[src/sv/color_cycling_line_rasterizer_top_macros.svh]
// Assertion helpers shared by the rasterizer modules.
// Each expects aclk and aresetn in the scope where it is used.
`ifndef COLOR_CYCLING_LINE_RASTERIZER_TOP_MACROS_SVH
`define COLOR_CYCLING_LINE_RASTERIZER_TOP_MACROS_SVH

// Same-cycle implication.
`define CCL_CHECK_NOW(label, ante, cons, msg) \
    label: assert property (@(posedge aclk) disable iff (!aresetn) \
        (ante) |-> (cons)) else $error(msg);

// Next-cycle implication.
`define CCL_CHECK_NEXT(label, ante, cons, msg) \
    label: assert property (@(posedge aclk) disable iff (!aresetn) \
        (ante) |=> (cons)) else $error(msg);

`endif

[src/sv/ccl_pkg.sv]
package ccl_pkg;

    localparam int COORD_BITS_DEF = 10;
    localparam int COLOR_BITS     = 4;

    localparam logic [COLOR_BITS-1:0] COLOR_MIN = 4'd1;
    localparam logic [COLOR_BITS-1:0] COLOR_MAX = 4'd15;

    typedef enum logic {
        FUNC_START = 1'b0,
        FUNC_STEP  = 1'b1
    } func_t;

    // Control of the item held in the input register.
    typedef struct packed {
        logic  valid;
        func_t func;
    } ccl_item_ctl_t;

    // Control of a result handed to the output register.
    typedef struct packed {
        logic push;
        logic last;
    } ccl_res_ctl_t;

endpackage

[src/sv/ccl_in_stage.sv]
module ccl_in_stage import ccl_pkg::*; #(
    parameter int COORD_BITS = COORD_BITS_DEF
) (
    input  logic                  aclk,
    input  logic                  aresetn,
    input  logic                  in_valid,
    output logic                  in_ready,
    input  func_t                 in_func,
    input  logic [COORD_BITS-1:0] in_x_start,
    input  logic [COORD_BITS-1:0] in_y_start,
    input  logic [COORD_BITS-1:0] in_x_end,
    input  logic [COORD_BITS-1:0] in_y_end,
    input  logic                  take,
    output ccl_item_ctl_t         item_ctl,
    output logic [COORD_BITS-1:0] item_x_start,
    output logic [COORD_BITS-1:0] item_y_start,
    output logic [COORD_BITS-1:0] item_x_end,
    output logic [COORD_BITS-1:0] item_y_end
);

    logic                  valid_reg, valid_next;
    func_t                 func_reg;
    logic [COORD_BITS-1:0] x_start_reg, y_start_reg, x_end_reg, y_end_reg;
    logic                  load;

    // Refill in the same cycle the held item is consumed.
    assign in_ready = !valid_reg || take;
    assign load     = in_valid && in_ready;

    always_comb begin
        valid_next = valid_reg;
        if (load) begin
            valid_next = 1'b1;
        end else if (take) begin
            valid_next = 1'b0;
        end
    end

    always_ff @(posedge aclk) begin
        if (!aresetn) begin
            valid_reg <= 1'b0;
        end else begin
            valid_reg <= valid_next;
        end
    end

    always_ff @(posedge aclk) begin
        if (load) begin
            func_reg    <= in_func;
            x_start_reg <= in_x_start;
            y_start_reg <= in_y_start;
            x_end_reg   <= in_x_end;
            y_end_reg   <= in_y_end;
        end
    end

    assign item_ctl.valid = valid_reg;
    assign item_ctl.func  = func_reg;
    assign item_x_start   = x_start_reg;
    assign item_y_start   = y_start_reg;
    assign item_x_end     = x_end_reg;
    assign item_y_end     = y_end_reg;

endmodule

[src/sv/ccl_step_core.sv]
`include "color_cycling_line_rasterizer_top_macros.svh"

module ccl_step_core import ccl_pkg::*; #(
    parameter int COORD_BITS = COORD_BITS_DEF
) (
    input  logic                  aclk,
    input  logic                  aresetn,
    input  ccl_item_ctl_t         item_ctl,
    input  logic [COORD_BITS-1:0] item_x_start,
    input  logic [COORD_BITS-1:0] item_y_start,
    input  logic [COORD_BITS-1:0] item_x_end,
    input  logic [COORD_BITS-1:0] item_y_end,
    input  logic                  out_free,
    output logic                  take,
    output ccl_res_ctl_t          res_ctl,
    output logic [COORD_BITS-1:0] res_x,
    output logic [COORD_BITS-1:0] res_y,
    output logic [COLOR_BITS-1:0] res_color
);

    localparam int DEC_BITS = COORD_BITS + 2;

    logic [COORD_BITS-1:0] cur_x_reg, cur_x_next;
    logic [COORD_BITS-1:0] cur_y_reg, cur_y_next;
    logic [DEC_BITS-1:0]   decision_reg, decision_next;
    logic [COORD_BITS-1:0] delta_major_reg, delta_major_next;
    logic [COORD_BITS-1:0] delta_minor_reg, delta_minor_next;
    logic                  x_dir_neg_reg, x_dir_neg_next;
    logic                  y_dir_neg_reg, y_dir_neg_next;
    logic                  x_is_major_reg, x_is_major_next;
    logic [COORD_BITS-1:0] remaining_reg, remaining_next;
    logic [COLOR_BITS-1:0] color_reg, color_next;
    logic                  active_reg, active_next;

    // Start-side terms
    logic                  x_up, y_up;
    logic [COORD_BITS-1:0] dx, dy, s_major, s_minor;
    logic                  s_x_major;

    // Step-side terms
    logic [COORD_BITS-1:0] x_moved, y_moved, rem_dec;
    logic                  minor_move;

    assign take = item_ctl.valid && out_free;

    always_comb begin
        x_up      = item_x_end > item_x_start;
        y_up      = item_y_end > item_y_start;
        dx        = x_up ? item_x_end - item_x_start : item_x_start - item_x_end;
        dy        = y_up ? item_y_end - item_y_start : item_y_start - item_y_end;
        s_x_major = dx > dy;
        s_major   = s_x_major ? dx : dy;
        s_minor   = s_x_major ? dy : dx;

        x_moved    = x_dir_neg_reg ? cur_x_reg - 1'b1 : cur_x_reg + 1'b1;
        y_moved    = y_dir_neg_reg ? cur_y_reg - 1'b1 : cur_y_reg + 1'b1;
        minor_move = !decision_reg[DEC_BITS-1];
        rem_dec    = remaining_reg - 1'b1;
    end

    always_comb begin
        cur_x_next       = cur_x_reg;
        cur_y_next       = cur_y_reg;
        decision_next    = decision_reg;
        delta_major_next = delta_major_reg;
        delta_minor_next = delta_minor_reg;
        x_dir_neg_next   = x_dir_neg_reg;
        y_dir_neg_next   = y_dir_neg_reg;
        x_is_major_next  = x_is_major_reg;
        remaining_next   = remaining_reg;
        color_next       = color_reg;
        active_next      = active_reg;
        res_ctl.push     = 1'b0;
        res_ctl.last     = 1'b0;

        if (take) begin
            unique case (item_ctl.func)
                FUNC_START: begin
                    // Load the line and emit its first endpoint.
                    cur_x_next       = item_x_start;
                    cur_y_next       = item_y_start;
                    x_dir_neg_next   = !x_up;
                    y_dir_neg_next   = !y_up;
                    x_is_major_next  = s_x_major;
                    delta_major_next = s_major;
                    delta_minor_next = s_minor;
                    decision_next    = {1'b0, s_minor, 1'b0} - {2'b00, s_major};
                    remaining_next   = s_major;
                    color_next       = COLOR_MIN;
                    active_next      = s_major != '0;
                    res_ctl.push     = 1'b1;
                    res_ctl.last     = s_major == '0;
                end
                FUNC_STEP: begin
                    // Idle steps drop without a result.
                    if (active_reg) begin
                        if (x_is_major_reg) begin
                            cur_x_next = x_moved;
                            if (minor_move) begin
                                cur_y_next = y_moved;
                            end
                        end else begin
                            cur_y_next = y_moved;
                            if (minor_move) begin
                                cur_x_next = x_moved;
                            end
                        end
                        if (minor_move) begin
                            decision_next = decision_reg
                                + {1'b0, delta_minor_reg, 1'b0}
                                - {1'b0, delta_major_reg, 1'b0};
                        end else begin
                            decision_next = decision_reg + {1'b0, delta_minor_reg, 1'b0};
                        end
                        color_next     = (color_reg >= COLOR_MAX) ? COLOR_MIN
                                                                  : color_reg + 1'b1;
                        remaining_next = rem_dec;
                        active_next    = rem_dec != '0;
                        res_ctl.push   = 1'b1;
                        res_ctl.last   = rem_dec == '0;
                    end
                end
                default: begin
                end
            endcase
        end
    end

    always_ff @(posedge aclk) begin
        if (!aresetn) begin
            cur_x_reg       <= '0;
            cur_y_reg       <= '0;
            decision_reg    <= '0;
            delta_major_reg <= '0;
            delta_minor_reg <= '0;
            x_dir_neg_reg   <= 1'b0;
            y_dir_neg_reg   <= 1'b0;
            x_is_major_reg  <= 1'b0;
            remaining_reg   <= '0;
            active_reg      <= 1'b0;
            color_reg       <= COLOR_MIN;
        end else begin
            cur_x_reg       <= cur_x_next;
            cur_y_reg       <= cur_y_next;
            decision_reg    <= decision_next;
            delta_major_reg <= delta_major_next;
            delta_minor_reg <= delta_minor_next;
            x_dir_neg_reg   <= x_dir_neg_next;
            y_dir_neg_reg   <= y_dir_neg_next;
            x_is_major_reg  <= x_is_major_next;
            remaining_reg   <= remaining_next;
            active_reg      <= active_next;
            color_reg       <= color_next;
        end
    end

    // Results carry the updated pixel and color.
    assign res_x     = cur_x_next;
    assign res_y     = cur_y_next;
    assign res_color = color_next;

    `CCL_CHECK_NOW(a_color_range, 1'b1, color_reg != '0 && color_reg <= COLOR_MAX, "color out of range")
    `CCL_CHECK_NOW(a_active_count, active_reg, remaining_reg != '0, "active line with no steps left")
    `CCL_CHECK_NEXT(a_last_ends_line, res_ctl.push && res_ctl.last, !active_reg, "line still active after last pixel")
    `CCL_CHECK_NEXT(a_idle_step_hold, take && item_ctl.func == FUNC_STEP && !active_reg, $stable(cur_x_reg) && $stable(cur_y_reg) && !active_reg, "idle step changed state")

endmodule

[src/sv/ccl_out_stage.sv]
`include "color_cycling_line_rasterizer_top_macros.svh"

module ccl_out_stage import ccl_pkg::*; #(
    parameter int COORD_BITS = COORD_BITS_DEF
) (
    input  logic                  aclk,
    input  logic                  aresetn,
    input  ccl_res_ctl_t          res_ctl,
    input  logic [COORD_BITS-1:0] res_x,
    input  logic [COORD_BITS-1:0] res_y,
    input  logic [COLOR_BITS-1:0] res_color,
    output logic                  out_free,
    output logic                  out_valid,
    input  logic                  out_ready,
    output logic [COORD_BITS-1:0] out_x,
    output logic [COORD_BITS-1:0] out_y,
    output logic [COLOR_BITS-1:0] out_color,
    output logic                  out_last
);

    logic                  valid_reg, valid_next;
    logic [COORD_BITS-1:0] x_reg, y_reg;
    logic [COLOR_BITS-1:0] color_reg;
    logic                  last_reg;

    assign out_free = !valid_reg || out_ready;

    always_comb begin
        valid_next = valid_reg;
        if (res_ctl.push) begin
            valid_next = 1'b1;
        end else if (out_ready) begin
            valid_next = 1'b0;
        end
    end

    always_ff @(posedge aclk) begin
        if (!aresetn) begin
            valid_reg <= 1'b0;
        end else begin
            valid_reg <= valid_next;
        end
    end

    always_ff @(posedge aclk) begin
        if (res_ctl.push) begin
            x_reg     <= res_x;
            y_reg     <= res_y;
            color_reg <= res_color;
            last_reg  <= res_ctl.last;
        end
    end

    assign out_valid = valid_reg;
    assign out_x     = x_reg;
    assign out_y     = y_reg;
    assign out_color = color_reg;
    assign out_last  = last_reg;

    `CCL_CHECK_NOW(a_no_overwrite, res_ctl.push, !valid_reg || out_ready, "result overwrites a pending transaction")

endmodule

[src/sv/color_cycling_line_rasterizer_top.sv]
// Channel  Direction  Fields (low bit first)
// s_       in         tuser: func; tdata: x_start, y_start, x_end, y_end
// m_       out        tdata: pixel_x, pixel_y, pixel_color; tlast: last
//
// One transaction per clock sustained while m_tready stays high: each input
// passes an input register, one Bresenham add/compare of the state registers,
// then the result register. The step loop closes through the state registers.
// aresetn is synchronous and active low; it clears both stage valids and the
// line-active flag.
// m_tready low holds the result register and stalls the input register;
// s_tready stays high while the input register is empty or draining.
module color_cycling_line_rasterizer_top import ccl_pkg::*; #(
    parameter int COORD_BITS = COORD_BITS_DEF,
    localparam int S_TDATA_W = ((4 * COORD_BITS + 7) / 8) * 8,
    localparam int M_TDATA_W = ((2 * COORD_BITS + COLOR_BITS + 7) / 8) * 8
) (
    input  logic                 aclk,
    input  logic                 aresetn,
    input  logic                 s_tvalid,
    output logic                 s_tready,
    input  logic [S_TDATA_W-1:0] s_tdata,   // x_start, y_start, x_end, y_end, zero pad
    input  logic                 s_tuser,   // func
    output logic                 m_tvalid,
    input  logic                 m_tready,
    output logic [M_TDATA_W-1:0] m_tdata,   // pixel_x, pixel_y, pixel_color, zero pad
    output logic                 m_tlast
);

    ccl_item_ctl_t         item_ctl;
    ccl_res_ctl_t          res_ctl;
    logic [COORD_BITS-1:0] item_x_start, item_y_start, item_x_end, item_y_end;
    logic [COORD_BITS-1:0] res_x, res_y, out_x, out_y;
    logic [COLOR_BITS-1:0] res_color, out_color;
    logic                  take, out_free;

    // Capture the incoming transaction.
    ccl_in_stage #(
        .COORD_BITS (COORD_BITS)
    ) u_in (
        .aclk         (aclk),
        .aresetn      (aresetn),
        .in_valid     (s_tvalid),
        .in_ready     (s_tready),
        .in_func      (func_t'(s_tuser)),
        .in_x_start   (s_tdata[COORD_BITS-1:0]),
        .in_y_start   (s_tdata[2*COORD_BITS-1:COORD_BITS]),
        .in_x_end     (s_tdata[3*COORD_BITS-1:2*COORD_BITS]),
        .in_y_end     (s_tdata[4*COORD_BITS-1:3*COORD_BITS]),
        .take         (take),
        .item_ctl     (item_ctl),
        .item_x_start (item_x_start),
        .item_y_start (item_y_start),
        .item_x_end   (item_x_end),
        .item_y_end   (item_y_end)
    );

    // Advance the line state by one pixel or load a new line.
    ccl_step_core #(
        .COORD_BITS (COORD_BITS)
    ) u_core (
        .aclk         (aclk),
        .aresetn      (aresetn),
        .item_ctl     (item_ctl),
        .item_x_start (item_x_start),
        .item_y_start (item_y_start),
        .item_x_end   (item_x_end),
        .item_y_end   (item_y_end),
        .out_free     (out_free),
        .take         (take),
        .res_ctl      (res_ctl),
        .res_x        (res_x),
        .res_y        (res_y),
        .res_color    (res_color)
    );

    // Hold the pixel until the downstream side takes it.
    ccl_out_stage #(
        .COORD_BITS (COORD_BITS)
    ) u_out (
        .aclk      (aclk),
        .aresetn   (aresetn),
        .res_ctl   (res_ctl),
        .res_x     (res_x),
        .res_y     (res_y),
        .res_color (res_color),
        .out_free  (out_free),
        .out_valid (m_tvalid),
        .out_ready (m_tready),
        .out_x     (out_x),
        .out_y     (out_y),
        .out_color (out_color),
        .out_last  (m_tlast)
    );

    assign m_tdata = M_TDATA_W'({out_color, out_y, out_x});

endmodule

[config.mk]
export PLATFORM = sky130hd
export DESIGN_NAME = color_cycling_line_rasterizer_top
export DESIGN_NICKNAME = d
export VERILOG_FILES = /design/src/sv/ccl_pkg.sv /design/src/sv/ccl_in_stage.sv /design/src/sv/ccl_step_core.sv /design/src/sv/ccl_out_stage.sv /design/src/sv/color_cycling_line_rasterizer_top.sv
export VERILOG_INCLUDE_DIRS = /design/src /design/src/sv
export SDC_FILE = /design/constraint.sdc
export NUM_CORES = 1
export LEC_CHECK = 0
export ABC_CLOCK_PERIOD_IN_PS = 6700
export BUFFER_PORTS_ARGS = -buffer_cell sky130_fd_sc_hd__buf_4
export CORE_MARGIN = 2
export CORE_UTILIZATION = 56
export DETAILED_ROUTE_END_ITERATION = 16
export GPL_ROUTABILITY_DRIVEN = 0
export PLACE_DENSITY = 0.78
export REMOVE_ABC_BUFFERS = 1
export SLEW_MARGIN = 10
export SYNTH_ARGS = -nofsm -noshare
export SYNTH_HDL_FRONTEND = slang
export SYNTH_SLANG_ARGS = --single-unit
[constraint.sdc]
create_clock -name aclk -period 6.7 [get_ports aclk]
set_clock_uncertainty 0.1 [all_clocks]
set_input_delay 1.005 -clock aclk [delete_from_list [all_inputs] [get_ports aclk]]
set_output_delay 1.005 -clock aclk [all_outputs]
set_load 0.005 [all_outputs]
== Word level (Yosys, flattened, before mapping) ==
Index checks and enable logic that the tools add are counted.
Widths: inputs -> output; s select.
Word-level totals
  bits in registers: 138
  output and inout port bits: 27
  logic and storage cells: 91
Operators by class
  add/sub/neg operators: 13
  $lt $le $gt $ge: 4
  eq/ne operators: 1
  mux-type cells: 34
  bitwise gates (word level): 1
  reductions and logical operators: 16
Operators by type and width (number)
  $mux 10: 15
  $pmux 10 s2: 3
  $sub 10x10->10: 4
  $gt 10x10->1: 3
  $sub 10x1->10 const B: 3
  $mux 12: 2
  $pmux 12 s2: 1
  $add 10x1->10 const B: 2
  $logic_not 10->1: 2
  $reduce_bool 10->1: 2
  $add 12x11->12: 1
  $mux 4: 3
  $sub 11x10->12: 1
  $sub 12x11->12: 1
  $pmux 4 s2: 1
  $mux 1: 5
  $add 4x1->4 const B: 1
  $ge 4x4->1 const B: 1
  $logic_not 1->1: 4
  $mux 2: 2
  $pmux 2 s2: 1
  $reduce_and 2->1: 2
  $reduce_bool 2->1: 2
  $logic_and 1x1->1: 2
  4 further kinds: 5

== Longest topological paths before layout ==
Gate-level depths: netlist (run 1).
  word-level depth: 8
  depth in mapped cells: 36

== Modules after synthesis ==
From an unflattened synthesis (run 1), not the netlist that was laid out.
Unflattened totals
  cells, all modules: 1094
  area total of the unflattened synthesis: 9698.1 um^2
Modules (own cells, without submodules)
  ccl_step_core: instances 1, cells each 1017, area each 7594.8 um^2, seq. area each 1381.3 um^2
  ccl_in_stage: instances 1, cells each 48, area each 1303.8 um^2, seq. area each 1251.2 um^2
  ccl_out_stage: instances 1, cells each 29, area each 799.5 um^2, seq. area each 770.7 um^2

== Worst setup path before layout (run 1) ==
Ideal clock, no wire load.
  kind: register -> register
  from: register u_in.x_end_reg[0], in the netlist u_in.item_x_end[0]
  to: register u_core.decision_reg[10]
  arrival: 6903 ps
  data required time: 6483 ps
  setup slack: -420 ps
  stages on the path, launching flop included: 37
  buffers on the path: 4
  period minus slack after synthesis: 7120 ps
  cell sequence: edfxtp_1 > inv_1 > ha_1 > inv_1 > fa_1 > a21oi_1 > nor2_1 > or4b_1 > buf_2 > nand2_2 > mux2_2 > a21oi_1 > xor2_1 > inv_1 > ha_1 > and3_1 > o21ai_0 > a31o_2 > o2111a_2 > o31a_1 > buf_6 > nor2_8 > buf_4 > buf_2 > nor2_1 > a21oi_1 > inv_1 > fa_1 > inv_1 > a21o_1 > maj3_1 > a22oi_1 > a21oi_1 > o2111ai_1 > a31oi_1 > mux2i_1 > nand2_1
On the way
  longest elaborated chain between the ends: 6
  elaborated cells between the ends (all ways): 9
Ends and longest elaborated chain
  start: declaration: RTL line ccl_in_stage.sv:23  | logic [COORD_BITS-1:0] x_start_reg, y_start_reg, x_end_reg, y_end_reg;
  start signal: assignment: RTL line ccl_in_stage.sv:52  | x_end_reg <= in_x_end;
  $sub 10x10->10 / $gt 10x10->1 (equally long branches): RTL line ccl_step_core.sv:49, ccl_step_core.sv:47
  $mux 10 (*): RTL line ccl_step_core.sv:49  | dx = x_up ? item_x_end - item_x_start : item_x_start - item_x_end;
  $gt 10x10->1: RTL line ccl_step_core.sv:51  | s_x_major = dx > dy;
  $mux 10 (*): RTL line ccl_step_core.sv:53  | s_minor = s_x_major ? dy : dx;
  net u_core.s_minor[0]: RTL line ccl_step_core.sv:37  | logic [COORD_BITS-1:0] dx, dy, s_major, s_minor;
  $sub 11x10->12 (*): RTL line ccl_step_core.sv:87  | decision_next = {1'b0, s_minor, 1'b0} - {2'b00, s_major};
  $pmux 12 s2 (*): RTL line ccl_step_core.sv:77  | unique case (item_ctl.func)
  end signal: assignment: RTL line ccl_step_core.sv:145  | decision_reg <= decision_next;
  end: declaration: RTL line ccl_step_core.sv:25  | logic [DEC_BITS-1:0] decision_reg, decision_next;
The timed path passes the listed nets; every way through them passes the cells marked *.
A chain may end at the register's enable or synchronous reset.

== Final worst setup path (run 1) ==
  from: register u_in.x_end_reg[0], in the netlist u_in.item_x_end[0]
  to: register u_core.decision_reg[6]
Same word-level chain as after synthesis.

==> results_dict.tcl, run 1 <==
set metrics [dict create \
    ioPinCount 72 \
    final_area_um2 11710 \
    drive_gt1_share_pct 19.70 \
    cts.sink_count 137 \
    slew_headroom_pct 21.65 \
    hpwl_mm 16.50 \
    start_util_pct 56.78 \
    path_class "reg -> reg" \
    antenna_cells 0 \
    grt_usage_pct 27.34 \
    grt_antenna_before_repair 0 \
    crit_required_ns 6.86 \
    worstMarginPinSlew_ns 1.175 \
    arrival_ns 6.73 \
    fin_crit_sh_pct 98.02 \
    worst-path-buf-inv 5 \
    setup_viol 0 \
    outcome "complete, no violations" \
    holdCritPathClass "reg -> reg" \
    fin_util_pct 68.15 \
    ys.flop_type "dfxtp_1" \
    grt_max_degree 81 \
    fp.dieW_um 136.0 \
    max_freq_mhz 152.3 \
    drtIter0Drc 672 \
    drc 0 \
    grt_pass1_vias 8213 \
    finalPower_mw 4.146 \
    cp_slowest_cell "or4b_4" \
    leakage_nw 5.153 \
    critPathMaxStageDelay_ns 0.56 \
    worstPathMaxFanout 9 \
    syn-cell-area_um2 9753 \
    rows 48 \
    wl_per_cell_um 17.77 \
    grt_pass1_wl_mm 39.77 \
    core_area_um2 17180 \
    yosysWarnings 0 \
    grt_overflow 0 \
    nets 1336 \
    h-tree-depth 4 \
    yosysSeqAreaShare_pct 34.89 \
    numCtsBuffers 17 \
    clkTransAtPathRegs_ns 0.06 \
    worstSetupEndpointType "flip-flop" \
    hold_viol 0 \
    io_buffers 71 \
    ys_ff_latch 137 \
    die_h_um 136.0 \
    root_buffer "clkbuf_16" \
    rsz0062_at_grt "yes" \
    synth_top_area_cell "edfxtp_1" \
    synth_edf_count 66 \
    clockBufferDepth 2 \
    drtPass1Iterations 6 \
    vias_per_cell 5.999 \
    cap_viol_max_count 0 \
    netlist_top_cells_area "edfxtp_1 20%, dfxtp_1 15%, ha_1 12%" \
    postPlaceCellArea_um2 10630 \
    synth.distinct_cells 80 \
    synth_top_cell_area_share_pct 20.32 \
    clk_latency_ns 0.43 \
    ir_worst_vdd_mv 0.2274 \
    tns_ns 0 \
    largest_register_ffs 11 \
    dp_slack_ns -0.1411 \
    drt.antenna.violating_nets 0 \
    fin_crit_ns 6.568 \
    cts_tree "built" \
    cp-start-kind "flip-flop" \
    avgSynthCellArea_um2 8.981 \
    ctsHoldBuffers 0 \
    syn_inst 1086 \
    slew_violations 0 \
    cp_top_family "compound AO/OA/AOI/OAI gates" \
    syn_to_final_growth_pct 20.01 \
    routed_wl_mm 25.37 \
    p_per_area_nw_per_um2 354.2 \
    num_vias 8567 \
    design.die.area_um2 18490 \
    synthArstFlopShare_pct 0 \
    setup_ws_ns 0.1325 \
]
-- worst reg2reg max path, delay by kind of cell (launching register included) --
kind            cells  cell delay [ns]
simple gates        5             1.12
compound gates     10             1.95
fa+ha+maj           5             1.47
buf+inv             5             0.63
mux                 2             0.49
xor+xnor            2             0.21
flops               1             0.41
-- final timing paths --
kind | slack [ns] | from | end | cells after the start
setup / recovery | 0.13 | u_in.item_x_end[0] | u_core.decision_reg[6] | 29
hold reg to reg | 0.37 | u_core.decision_reg[1] | u_core.decision_reg[1] | 2
setup reg to reg | 0.13 | u_in.item_x_end[0] | u_core.decision_reg[6] | 29
hold / removal | 0.37 | u_core.decision_reg[1] | u_core.decision_reg[1] | 2
-- stage by stage --
| stage | hold slack, ns | cells |
|---|---|---|
| 4_1_cts | 0.3735 | 1403 |
| 3_5_place_dp | 0.3647 | 1370 |
| 2_1_floorplan | 0.3434 | 1041 |
| 3_3_place_gp | 0.3577 | 1370 |
| 6_report | 0.3711 | 1428 |
| 5_1_grt | 0.3986 | 1428 |
-- cell usage after synthesis, types with 16 or more instances --
master	n
o22ai_1	36
clkbuf_1	34
edfxtp_1	66
o21ai_0	69
nor2b_1	19
a21o_1	24
a21oi_1	90
nand3_1	27
mux2i_1	24
dfxtp_1	71
nor2_1	43
a21boi_0	16
ha_1	92
xnor2_1	38
inv_1	105
and2_1	30
nand2_1	94
-- what timing repair did --
item,in CTS,in global routing
setup endpoints to repair,7,9
gates resized for setup,12,53
buffers inserted,1,24
hold endpoints to repair,0,0
cloned,0,1
pin swaps,4,29
-- report_power, final --
group | internal (mW) | switching, mW
sequential | 0.943 | 0.0503
combinational | 0.998 | 1.22
clock | 0.539 | 0.394
-- routing by layer --
metal  global-route usage [%]  up-vias  routed length, µm
li1                         -     4120                  -
met1                    33.51     4045              10640
met2                    47.84      342              12430
met3                    5.071       60               1700
met4                    10.19        0                607
met5                        0        -                  0
-- cell type report --
cell class              instances  area (µm²)
inverters                     105       394.1
repair buffers                130        1021
clock buffers                  19       452.9
clock inverters                13       133.9
well taps                     225       281.5
flip-flops and latches        137        3403
multi-input cells             799        6018
fillers                      1296        5472
-- logic make-up (layout without fill, tap and decap cells) --
kind of cell,count (synthesis),in the layout,synth area share [%]
compound gates,331,331,22.09
simple gates,277,277,14.41
buf+inv,150,267,6.055
flops,137,137,34.89
fa+ha+maj,103,103,13.85
xor+xnor,52,52,4.824
mux,36,36,3.874
-- layout by cell type (no fill, tap or decap), types with 18 or more instances in the layout --
| cell type | count |
|---|---|
| nor2b_1 | 19 |
| inv_1 | 101 |
| nand3_1 | 26 |
| edfxtp_1 | 66 |
| and2_1 | 29 |
| clkbuf_16 | 18 |
| a21o_1 | 24 |
| dfxtp_1 | 71 |
| buf_4 | 124 |
| o22ai_1 | 36 |
| o21ai_0 | 64 |
| nand2_1 | 94 |
| xnor2_1 | 37 |
| mux2i_1 | 20 |
| a21oi_1 | 82 |
| ha_1 | 87 |
| nor2_1 | 39 |
(Power assumes the default switching activity.)
==> inputs of run 2 (changes only) <==
Settings changed: ABC_CLOCK_PERIOD_IN_PS 6700 to 7400, CORE_UTILIZATION 56 to 62, CTS_CLUSTER_DIAMETER set to 80, PLACE_DENSITY 0.78 to 0.82.
Clock period 6.7 ns to 7.4 ns, I/O delays scaled along.
==> run 2 against run 1 <==
Effect of this change:
- first-iteration DRC count is 6.8% lower
- core utilization up 5.2 points
- global-route usage is 2.0 points higher
- routed wire length shrank 5.5%
- fmax fell by 5.7%
- total power is 15% lower
- final area shrank 4.1%
- setup slack better by 0.30 ns
- register-to-register slack improved by 0.30 ns
- largest power group unchanged
==> results_dict.tcl, run 2 (synthesis results as in run 1) <==
set metrics [dict create \
    grt_max_degree 81 \
    grt_pass1_vias 8124 \
    fin_crit_sh_pct 94.12 \
    drive_gt1_share_pct 15.02 \
    worstSetupEndpointType "flip-flop" \
    dp_slack_ns 0.09180 \
    nets 1305 \
    syn_to_final_growth_pct 15.13 \
    rr_endpoint "u_core.decision_reg[10]" \
    most-common-layout-cells "104 x inv_1, 98 x buf_4, 94 x nand2_1" \
    routed_wl_mm 23.96 \
    clkTransAtPathRegs_ns 0.06 \
    num_vias 8370 \
    holdCritPathClass "reg -> reg" \
    largest_register_ffs 11 \
    final_cells 1383 \
    ir_worst_vdd_mv 0.2865 \
    core_area_um2 15310 \
    numCtsBuffers 17 \
    drtIter0Drc 626 \
    path_class "reg -> reg" \
    slew_headroom_pct 24.13 \
    holdPathStages 2 \
    start_util_pct 63.68 \
    leakage_nw 4.953 \
    root_buffer "clkbuf_16" \
    fp.dieW_um 129.4 \
    cp_top_family "compound AO/OA/AOI/OAI gates" \
    cp-start-kind "flip-flop" \
    outcome "complete, no violations" \
    cts.sink_count 137 \
    drt.antenna.violating_nets 0 \
    io_buffers 71 \
    min_delay_worst_endpoint "u_core.delta_minor_reg[8]" \
    design.die.area_um2 16750 \
    rr_startpoint "u_in.item_x_end[0]" \
    setup_viol 0 \
    placed_cells 1345 \
    worstPathMaxFanout 7 \
    rr_worst_depth 32 \
    crit_required_ns 7.63 \
    die_h_um 129.4 \
    fin_crit_ns 6.965 \
    ioPinCount 72 \
    drtPass1Iterations 5 \
    regArea_um2 3403 \
    h-tree-depth 4 \
    grt_antenna_before_repair 0 \
    mostFrequentLayoutCell "inv_1" \
    cp_slowest_cell "or4b_4" \
    hold_viol 0 \
    r2r_slack_ns 0.44 \
    clk_latency_ns 0.44 \
    grt_usage_pct 29.32 \
    worstMarginPinSlew_ns 1.138 \
    p_per_area_nw_per_um2 312.0 \
    drc 0 \
    arrival_ns 7.20 \
    setup_ws_ns 0.4354 \
    vias_per_cell 6.052 \
    cap_viol_max_count 0 \
    max_freq_mhz 143.6 \
    clockBufferDepth 2 \
    slew_violations 0 \
    cp_common_cell "inv_1" \
    antenna_cells 0 \
    wl_per_cell_um 17.33 \
    cts_tree "built" \
    min_from "u_core.delta_minor_reg[8]" \
    grt_overflow 0 \
    hpwl_mm 16.29 \
    rows 45 \
    grt_pass1_wl_mm 38.60 \
    multi_input_area_um2 5841 \
    worst-path-buf-inv 5 \
    critPathMaxStageDelay_ns 0.54 \
    filler_cell_count 1138 \
]
[run 2: what timing repair did]
| item | in CTS | in global routing |
|---|---|---|
| hold buffers | 0 | 0 |
| setup buffers | 0 | 5 |
| resized for setup | 0 | 17 |
| endpoints found under the setup margin | 0 | 9 |
| hold endpoints to repair | 0 | 0 |
[run 2: report_power, final]
group	total [mW]	leakage (nW)	switching, mW	internal (mW)
clock network	0.863	0.273	0.362	0.502
logic	1.74	3.47	1.01	0.737
registers	0.896	1.21	0.0424	0.854
[run 2: worst max path at each step]
stage	cells past startpoint	start	end	slack, ns
3_5_place_dp	30	u_in.item_x_end[0]	u_core.decision_reg[10]	0.09
6_report	32	u_in.item_x_end[0]	u_core.decision_reg[10]	0.44
5_1_grt	32	u_in.item_x_end[0]	u_core.decision_reg[10]	-0.12
2_1_floorplan	30	u_in.item_x_end[0]	u_core.decision_reg[10]	0.29
4_1_cts	30	u_in.item_x_end[0]	u_core.decision_reg[10]	0.05
3_3_place_gp	30	u_in.item_x_end[0]	u_core.decision_reg[10]	0.38
[run 2: area by class of cell]
cell class	instances	area share (%)
Sequential cell	137	30.31
Clock buffer	17	3.789
Timing Repair Buffer	98	6.552
Inverter	105	3.510
Clock inverter	15	1.471
Multi-Input combinational cell	800	52.02
Tap cell	211	2.351
[run 2: stage by stage]
stage	area [µm²]	power, mW	util, %	setup TNS [ns]	hold slack, ns
2_1_floorplan	9557	2.120	-	0	0.3434
3_3_place_gp	10520	2.498	68.71	0	0.3612
3_5_place_dp	10520	2.528	68.71	0	0.3648
4_1_cts	11110	3.409	72.57	0	0.3750
5_1_grt	11230	3.714	73.32	-0.2371	0.3946
6_report	11230	3.504	73.32	0	0.3746
[run 2: worst register-to-register path: cells and delay by family (launching register included)]
family	cells	cell delay [ns]
AOI/OAI and AO/OA	12	2.36
muxes	2	0.55
xor gates and xnor gates	1	0.24
DFF	1	0.38
adders and majority gates	5	1.57
buffers and inverters	5	0.39
and+or+nand+nor	7	1.27
[run 2: routing by layer]
| metal | vias to the layer above | wire (µm) | track usage [%] |
|---|---|---|---|
| met1 | 3928 | 10000 | 36.96 |
| met2 | 325 | 11690 | 48.73 |
| met5 | - | 0 | 0 |
| met3 | 65 | 1564 | 5.656 |
| li1 | 4052 | - | - |
| met4 | 0 | 706 | 13.92 |
==> inputs of run 3 (changes only) <==
Settings changed: ABC_AREA set to 1.
==> run 3 against run 2 <==
Effect of this change:
- sequential cell count unchanged
- critical endpoint is now u_core.decision_reg[6]
- sequential share of layout area decreased by 0.36 points
- largest cell class unchanged
- final area is 1.2% higher
- combinational power decreased by 6%
- sequential power decreased by 2%
==> results_dict.tcl, run 3 <==
set metrics [dict create \
    fp.dieW_um 131.5 \
    ctsResizeCount 0 \
    routed_wl_mm 25.03 \
    cp-start-kind "flip-flop" \
    clkTransAtPathRegs_ns 0.07 \
    cap_viol_max_count 0 \
    grt_usage_pct 29.43 \
    worstMarginPinSlew_ns 1.271 \
    dp_slack_ns 1.533 \
    worstSetupEndpointType "flip-flop" \
    tns_ns 0 \
    cp_common_cell "nand2_1" \
    worst-path-buf-inv 5 \
    netlist_top_cells_area "edfxtp_1 20%, dfxtp_1 14%, ha_1 11%" \
    fin_crit_ns 6.077 \
    ys.flop_type "dfxtp_1" \
    wl_met1_mm 10.35 \
    h-tree-depth 4 \
    r2r_slack_ns 1.32 \
    yosysSeqAreaShare_pct 33.79 \
    outcome "complete, no violations" \
    fin_crit_sh_pct 82.12 \
    setup_ws_ns 1.323 \
    yosysWarnings 0 \
    drtPass1Iterations 8 \
    setup_viol 0 \
    grt_pass1_vias 8870 \
    synth_common_cells "243 x nand2_1, 209 x inv_1, 124 x a21oi_1" \
    vias_per_cell 5.644 \
    clockBufferDepth 2 \
    p_per_area_nw_per_um2 299.0 \
    numCtsBuffers 17 \
    cp_top_family "simple AND/OR/NAND/NOR gates" \
    worstPathMaxFanout 39 \
    synth_top_area_cell "edfxtp_1" \
    design.die.area_um2 17280 \
    path_class "reg -> reg" \
    root_buffer "clkbuf_16" \
    drc 0 \
    drtIter0Drc 773 \
    slew_headroom_pct 14.93 \
    rows 46 \
    postPlaceCellArea_um2 10750 \
    avgSynthCellArea_um2 7.624 \
    num_vias 9092 \
    grt_antenna_before_repair 0 \
    syn_inst 1321 \
    leakage_nw 5.539 \
    yosysMostFrequentCell "nand2_1" \
    final_cells 1611 \
    antenna_cells 0 \
    ir_worst_vdd_mv 0.2507 \
    wl_per_cell_um 15.54 \
    top_layer "met4" \
    rsz0062_at_grt "no" \
    placed_cells 1579 \
    io_buffers 71 \
    arrival_ns 6.34 \
    crit_required_ns 7.67 \
    cts_tree "built" \
    drt.antenna.violating_nets 0 \
    ys_ff_latch 137 \
    synthArstFlopShare_pct 0 \
    nets 1528 \
    hpwl_mm 18.30 \
    fin_util_pct 71.54 \
    wl_met2_mm 11.87 \
    most-common-layout-cells "242 x nand2_1, 209 x inv_1, 124 x a21oi_1" \
    cp_slowest_cell "o21ai_0" \
    ctsHoldBuffers 0 \
    wl_met3_mm 1.630 \
    synth.distinct_cells 55 \
    syn-cell-area_um2 10070 \
    final_area_um2 11360 \
    start_util_pct 63.40 \
    core_area_um2 15890 \
    drive_gt1_share_pct 12.83 \
    grt_max_degree 49 \
    syn_to_final_growth_pct 12.85 \
    holdCritPathClass "reg -> reg" \
    synth_edf_count 66 \
    cts.sink_count 137 \
    grt_pass1_wl_mm 41.06 \
    critPathMaxStageDelay_ns 0.48 \
    largest_register_ffs 11 \
    synth_top_cell_area_share_pct 19.68 \
    post-cts-setup-buffers 0 \
    hold_viol 0 \
    clk_latency_ns 0.44 \
    mostFrequentLayoutCell "nand2_1" \
    grt_overflow 0 \
    ioPinCount 72 \
    die_h_um 131.5 \
    slew_violations 0 \
    max_freq_mhz 164.6 \
]
[run 3: path summary, 6_finish.rpt]
kind	cells after the start	startpoint	to
worst max register to register	31	u_in.item_x_end[0]	u_core.decision_reg[6]
worst min-delay path	2	u_out.out_valid	u_out.out_valid
worst max-delay path	31	u_in.item_x_end[0]	u_core.decision_reg[6]
worst min register to register	2	u_out.out_valid	u_out.out_valid
[run 3: cells by family after synthesis]
family	share of synthesized area [%]
AOI/OAI and AO/OA	17.99
xor gates and xnor gates	4.783
adders and majority gates	13.22
buffers and inverters	10.10
DFF	33.79
muxes	0.09940
and+or+nand+nor	20.01
[run 3: metal layers]
layer | track usage, % | vias up
met4 | 15.82 | 0
met1 | 35.11 | 4129
met2 | 50.09 | 362
met5 | 0 | -
li1 | - | 4511
met3 | 5.748 | 90
[run 3: where the power goes]
| group | internal, mW | total [mW] | leakage, nW | switching [mW] |
|---|---|---|---|---|
| logic | 0.553 | 1.63 | 4.03 | 1.08 |
| clock network | 0.542 | 0.888 | 0.294 | 0.346 |
| registers | 0.846 | 0.878 | 1.21 | 0.0320 |
[run 3: area by class of cell]
type	count	area, µm²
Clock inverter	13	168.9
Multi-Input combinational cell	926	5653
Inverter	220	825.8
Clock buffer	19	442.9
Tap cell	216	270.3
Fill cell	1238	4521
Timing Repair Buffer	80	600.6
Sequential cell	137	3403
[run 3: worst register-to-register path: cells and delay by family, from the launching register on]
kind	cells	cell delay, ns
xor+xnor	2	0.51
fa+ha+maj	4	1.31
buf+inv	5	0.52
flops	1	0.39
simple gates	14	1.99
compound gates	6	1.18
[run 3: stage by stage]
step	power (mW)	hold WS, ns
after floorplan	2.118	0.3738
final	3.398	0.4097
after global routing	3.634	0.4349
after global placement	2.449	0.3941
after CTS	3.370	0.4134
after detailed placement	2.474	0.4004
